File: config.mk
export PLATFORM = sky130hd
export DESIGN_NAME = lbfd_ctrl
export DESIGN_NICKNAME = d
export VERILOG_FILES = /design/src/sv/assert_macros.svh /design/src/sv/lbfd_pkg.sv /design/src/sv/lbfd_ctrl.sv
export SDC_FILE = /design/constraint.sdc
export NUM_CORES = 1
export LEC_CHECK = 0
export ABC_AREA = 1
export BUFFER_PORTS_ARGS = -buffer_cell sky130_fd_sc_hd__buf_2
export CORE_AREA = 3 3 40 42
export CTS_CLUSTER_SIZE = 16
export DETAILED_ROUTE_END_ITERATION = 12
export DIE_AREA = 0 0 43 45
export PLACE_DENSITY_LB_ADDON = 0.3
export SLEW_MARGIN = 5
export SYNTH_ARGS = -nofsm -noshare
export SYNTH_HDL_FRONTEND = slang
export SYNTH_SLANG_ARGS = --single-unit
File: constraint.sdc
create_clock -name clk -period 1.27 [get_ports clk]
set_clock_uncertainty 0.15 [all_clocks]
set_input_delay 0.1905 -clock clk [delete_from_list [all_inputs] [get_ports clk]]
set_output_delay 0.1905 -clock clk [all_outputs]
set_load 0.05 [all_outputs]
File: src/sv/assert_macros.svh
// Assertion macros shared by the bridge RTL.
// No dependencies; included by files that carry concurrent checks.
`ifndef ASSERT_MACROS_SVH
`define ASSERT_MACROS_SVH

// Same-cycle implication.
`define ASSERT_IMPL(label, clk, rst_n, ante, cons) \
  label: assert property (@(posedge clk) disable iff (!rst_n) (ante) |-> (cons)) \
    else $error("same-cycle implication failed");

// Next-cycle implication.
`define ASSERT_NEXT(label, clk, rst_n, ante, cons) \
  label: assert property (@(posedge clk) disable iff (!rst_n) (ante) |=> (cons)) \
    else $error("next-cycle implication failed");

// Invariant on every cycle out of reset.
`define ASSERT_ALWAYS(label, clk, rst_n, cond) \
  label: assert property (@(posedge clk) disable iff (!rst_n) (cond)) \
    else $error("invariant failed");

`endif

File: src/sv/lbfd_pkg.sv
// Package for the learning bridge forward decision block.
// Types and constants used by the bridge files, and the slot hash.
`timescale 1ns / 1ps

package lbfd_pkg;

  // Table depth must be a power of two: the slot is the low bits of the hash.
  localparam int TABLE_DEPTH = 256;
  localparam int IDX_W       = $clog2(TABLE_DEPTH);
  localparam int PORTS       = 4;
  localparam int PORT_W      = $clog2(PORTS);
  localparam int MAC_W       = 48;
  localparam int MOVES_W     = 3;
  localparam int VERDICT_W   = 3;
  localparam int LOCAL_MACS  = 4;
  localparam int PCOUNT_W    = 3;
  localparam int LIMIT_W     = 3;
  localparam int CFG_IDX_W   = 3;
  localparam int HASH_W      = 16;
  localparam int MCAST_BIT   = 40;

  localparam logic [LIMIT_W-1:0] LIMIT_RESET = LIMIT_W'(3);

  // Register indexes
  localparam logic [CFG_IDX_W-1:0] CFG_LOCAL_MAC_0    = CFG_IDX_W'(0);
  localparam logic [CFG_IDX_W-1:0] CFG_LOCAL_MAC_1    = CFG_IDX_W'(1);
  localparam logic [CFG_IDX_W-1:0] CFG_LOCAL_MAC_2    = CFG_IDX_W'(2);
  localparam logic [CFG_IDX_W-1:0] CFG_LOCAL_MAC_3    = CFG_IDX_W'(3);
  localparam logic [CFG_IDX_W-1:0] CFG_PORT_COUNT     = CFG_IDX_W'(4);
  localparam logic [CFG_IDX_W-1:0] CFG_MUTE_MASK      = CFG_IDX_W'(5);
  localparam logic [CFG_IDX_W-1:0] CFG_RELOCATION_LIM = CFG_IDX_W'(6);

  typedef enum logic [VERDICT_W-1:0] {
    VERDICT_BCAST   = 3'd0,
    VERDICT_MCAST   = 3'd1,
    VERDICT_LOCAL   = 3'd2,
    VERDICT_UNKNOWN = 3'd3,
    VERDICT_DROP    = 3'd4,
    VERDICT_FORWARD = 3'd5
  } verdict_t;

  typedef enum logic [1:0] {
    ST_IDLE,
    ST_LEARN,
    ST_DST_RD,
    ST_RESULT
  } state_t;

  typedef struct packed {
    logic [MAC_W-1:0]   mac;
    logic [PORT_W-1:0]  port;
    logic [MOVES_W-1:0] moves;
  } entry_t;

  typedef struct packed {
    logic capture;   // frame transfer: latch header, read source slot
    logic learn;     // write back source entry
    logic dst_rd;    // read destination slot
    logic load_out;  // load result register
  } cmd_t;

  typedef struct packed {
    logic drop;      // source moved, new move count within relocation limit
  } status_t;

  function automatic logic [IDX_W-1:0] slot_of(logic [MAC_W-1:0] mac);
    logic [HASH_W-1:0] h;
    h = mac[2*HASH_W-1:HASH_W] ^ mac[HASH_W-1:0];
    return h[IDX_W-1:0];
  endfunction

endpackage

File: src/sv/lbfd_ctrl.sv
// Sequencer for the bridge: steps each frame through the table port.
// Depends on lbfd_pkg.
`timescale 1ns / 1ps

module lbfd_ctrl (
  input  logic               clk,
  input  logic               rst_n,
  input  logic               in_valid,
  output logic               in_ready,
  output logic               out_valid,
  input  logic               out_ready,
  input  lbfd_pkg::status_t  status,
  output lbfd_pkg::cmd_t     cmd
);

  lbfd_pkg::state_t state_r, state_nxt;
  logic             out_valid_r, out_valid_nxt;
  logic             out_free;

  assign out_free = !out_valid_r || out_ready;

  always_comb begin
    state_nxt = state_r;
    unique case (state_r)
      lbfd_pkg::ST_IDLE: begin
        if (in_valid) state_nxt = lbfd_pkg::ST_LEARN;
      end
      lbfd_pkg::ST_LEARN: begin
        state_nxt = status.drop ? lbfd_pkg::ST_RESULT : lbfd_pkg::ST_DST_RD;
      end
      lbfd_pkg::ST_DST_RD: begin
        state_nxt = lbfd_pkg::ST_RESULT;
      end
      lbfd_pkg::ST_RESULT: begin
        if (out_free) state_nxt = lbfd_pkg::ST_IDLE;
      end
      default: state_nxt = lbfd_pkg::ST_IDLE;
    endcase
  end

  always_comb begin
    cmd      = '0;
    in_ready = 1'b0;
    unique case (state_r)
      lbfd_pkg::ST_IDLE: begin
        in_ready    = 1'b1;
        cmd.capture = in_valid;
      end
      lbfd_pkg::ST_LEARN:  cmd.learn    = 1'b1;
      lbfd_pkg::ST_DST_RD: cmd.dst_rd   = 1'b1;
      lbfd_pkg::ST_RESULT: cmd.load_out = out_free;
      default: cmd = '0;
    endcase
  end

  always_comb begin
    out_valid_nxt = out_valid_r;
    if (cmd.load_out)   out_valid_nxt = 1'b1;
    else if (out_ready) out_valid_nxt = 1'b0;
  end

  always_ff @(posedge clk) begin
    if (!rst_n) begin
      state_r     <= lbfd_pkg::ST_IDLE;
      out_valid_r <= 1'b0;
    end else begin
      state_r     <= state_nxt;
      out_valid_r <= out_valid_nxt;
    end
  end

  assign out_valid = out_valid_r;

endmodule

==> impl_metrics.py <==
metrics = {
    "status": {
        "outcome": "finished with violations",
        "violations": "negative setup slack",
    },
    "floorplanning": {
        "coreArea_um2": 1280,
        "chipWidth_um": 43,
        "dieArea_um2": 1940,
        "io_pins": 11,
        "start_util": 0.182,
        "num_rows": 13,
        "die_h_um": 45,
    },
    "routing": {
        "drtPass1Iterations": 3,
        "postRouteAntennaNets": 0,
        "avgRoutedWirePerCell_um": 8.11,
        "post_drt_via_cell_ratio": 3.86,
        "vias": 255,
        "drc": 0,
        "drt_wl_total_um": 535,
        "drtIter0Drc": 6,
    },
    "critical_path": {
        "startpoint": "state_r[1]",
        "cpPeakStageDelay_ns": 0.38,
        "critPathLaunchType": "flip-flop",
        "critPathCapture": "cmd[3]",
        "worstPathArrival_ns": 1.10,
        "rrSetupSlack_ns": 0,
        "r2r_cells": 7,
        "r2r-start": "state_r[1]",
        "path_cells": "inv_4 -> ha_4 -> nand2_4 -> clkinvlp_4 -> buf_8",
        "path_max_fanout": 3,
        "crit_type": "reg2out",
        "r2r_end": "state_r[1]",
        "cp-end-kind": "primary output",
        "required_ns": 0.93,
        "slowest_stage": "dfxtp_4",
    },
    "sta": {
        "fin_crit_sh": 1.13,
        "finalSetupViolations": 5,
        "worst_pin_slew_ns": 0.251,
        "hold_viol": 0,
        "fin_ws_ns": -0.170,
        "finalCriticalPeriod_ns": 1.44,
        "rsz0062_at_grt": "true",
        "slew_headroom": 0.834,
        "slew_violations": 0,
        "fmax_mhz": 694,
    },
    "finish": {
        "diodes": 0,
        "fin_nets": 61,
        "areaGrowthSynthToFinish_pct": 97.9,
        "stdcell_count": 66,
        "multi_input_area_um2": 190,
        "area.sequential_um2": 68.8,
        "design_area_um2": 463,
        "fillers": 132,
        "drive_above_1_share": 0.765,
    },
    "grt": {
        "grt_pass1_wl_um": 903,
        "grt_max_degree": 5,
        "grt_usage": 0.0632,
        "antenna_found_initial": 0,
        "grt_overflow": 0,
        "grt_pass1_vias": 249,
    },
    "logic_synthesis": {
        "ys_seq_area_frac": 0.257,
        "synth_seq_cells": 3,
        "synth_cell_type_count": 13,
        "avgSynthCellArea_um2": 7.09,
        "syn_inst": 33,
        "syn_area_um2": 234,
        "synth_top_cell_by_area": "dfxtp_1",
        "synth_top_area_share": 0.257,
        "synth.net_count": 42,
        "synthTopCellsByArea": "dfxtp_1 26%, ha_1 21%, inv_1 13%",
        "yosys_warnings": 0,
    },
    "power": {
        "total_power_mw": 1.33,
        "p_leak_nw": 0.217,
        "vdd_ir_drop_max_mv": 0.834,
        "power_density_nw_per_um2": 2880,
    },
    "placed_design": {
        "place.gp.congestion": 0.660,
        "place.detailed.hpwl_um": 413,
        "portBuffers": 10,
        "placed_cells": 61,
        "placed_cell_area_um2": 349,
    },
    "cts": {
        "htreeDepth": 1,
        "cts_hold_buffers": 0,
        "cts_root_buf": "clkbuf_4",
        "cts_made_buffers": 3,
        "clk_latency_ns": 0.23,
        "ctsLongestPathBuffers": 2,
        "clk_pin_slew_ns": 0.04,
        "cts.sinks": 3,
        "cts_tree": "built",
    },
    "flow_run": {
        "maxCapViolations": 0,
    },
    "worst_hold_path": {
        "worstHoldPathType": "in2reg",
    },
}
-- worst min path at each step --
stage / startpoint / end / slack [ns] / depth (start not counted)
global route: rst_n / state_r[1] / 0.06 / 3
CTS: rst_n / state_r[1] / 0.05 / 3
floorplan: rst_n / state_r[0] / 0.17 / 2
global placement: rst_n / state_r[1] / 0.30 / 3
finish: rst_n / state_r[1] / 0.05 / 3
detailed placement: rst_n / state_r[0] / 0.31 / 3
-- power by group --
group / internal [mW] / switching (mW) / leakage, nW
Combinational: 0.396 / 0.560 / 0.175
Clock: 0.118 / 0.0464 / 0.0150
Sequential: 0.151 / 0.0642 / 0.0264
-- critical path: cells and delay by family (launching register included) --
kind	cells	cell delay, ns
and+or+nand+nor	1	0.06
DFF	1	0.38
adders and majority gates	1	0.16
buffers and inverters	3	0.28
-- layout by cell type (no fill, tap or decap) --
| cell type | Yosys | final |
|---|---|---|
| clkbuf_4 | 0 | 3 |
| ha_2 | 0 | 2 |
| nand2_4 | 0 | 3 |
| buf_6 | 0 | 3 |
| nand2_2 | 2 | 1 |
| inv_1 | 8 | 3 |
| clkinvlp_4 | 0 | 1 |
| o21ai_2 | 0 | 1 |
| buf_4 | 1 | 5 |
| nand3_2 | 1 | 1 |
| buf_2 | 0 | 6 |
| nor2_1 | 2 | 2 |
| ha_4 | 0 | 2 |
| inv_4 | 0 | 2 |
| dfxtp_4 | 0 | 2 |
| nand2_1 | 5 | 3 |
| inv_2 | 1 | 3 |
| nand3_1 | 2 | 2 |
| buf_8 | 0 | 1 |
| dfxtp_2 | 0 | 1 |
| a21oi_1 | 2 | 1 |
| a21oi_2 | 1 | 2 |
| clkbuf_1 | 0 | 1 |
-- registers in the layout, summed over array words and instances, names as in the netlist --
register,count
out_valid,1
state_r,2
-- cell families after synthesis --
family                     synth area share
AOI/OAI and AO/OA                     0.102
DFF                                   0.257
adders and majority gates             0.214
and+or+nand+nor                       0.251
buffers and inverters                 0.176
-- synthesized netlist by cell type --
library cell,number
buf_4,1
nand3_1,2
dfxtp_1,3
a21oi_1,2
nand2_2,2
inv_1,8
o21ai_0,1
nand2_1,5
a21oi_2,1
ha_1,4
nor2_1,2
inv_2,1
nand3_2,1
-- metal layers --
| metal | track usage | share of wire | vias to the layer above | wire, um |
|---|---|---|---|---|
| met5 | 0 | 0 | - | 0 |
| met3 | 0.0239 | 0.062 | 0 | 33 |
| li1 | - | - | 135 | - |
| met1 | 0.0695 | 0.43 | 113 | 229 |
| met4 | 0.0361 | 0 | 0 | 0 |
| met2 | 0.105 | 0.51 | 7 | 272 |
-- stage by stage --
step / setup TNS [ns] / hold slack (ns) / setup WS, ns / utilization
after CTS: -0.770 / 0.0467 / -0.174 / 0.351
after global routing: -0.957 / 0.0629 / -0.210 / 0.360
after detailed placement: -0.114 / 0.312 / -0.0708 / 0.272
after floorplan: -0.0964 / 0.173 / -0.0577 / -
final: -0.661 / 0.0505 / -0.170 / 0.360
after global placement: -0.0570 / 0.304 / -0.0415 / 0.272
-- final cells by class --
type | count | area share
multi-input cells | 20 | 0.411
repair buffers | 15 | 0.251
flip-flops and latches | 3 | 0.149
inverters | 9 | 0.0919
clock buffers | 4 | 0.0568
well taps | 15 | 0.0405
-- what timing repair did --
item / CTS / global route
setup endpoints to repair: 6 / 7
buffers inserted: 1 / 0
pin swaps: 2 / 1
resized for setup: 23 / 3
Note: power is estimated with default switching activity, not from simulation.
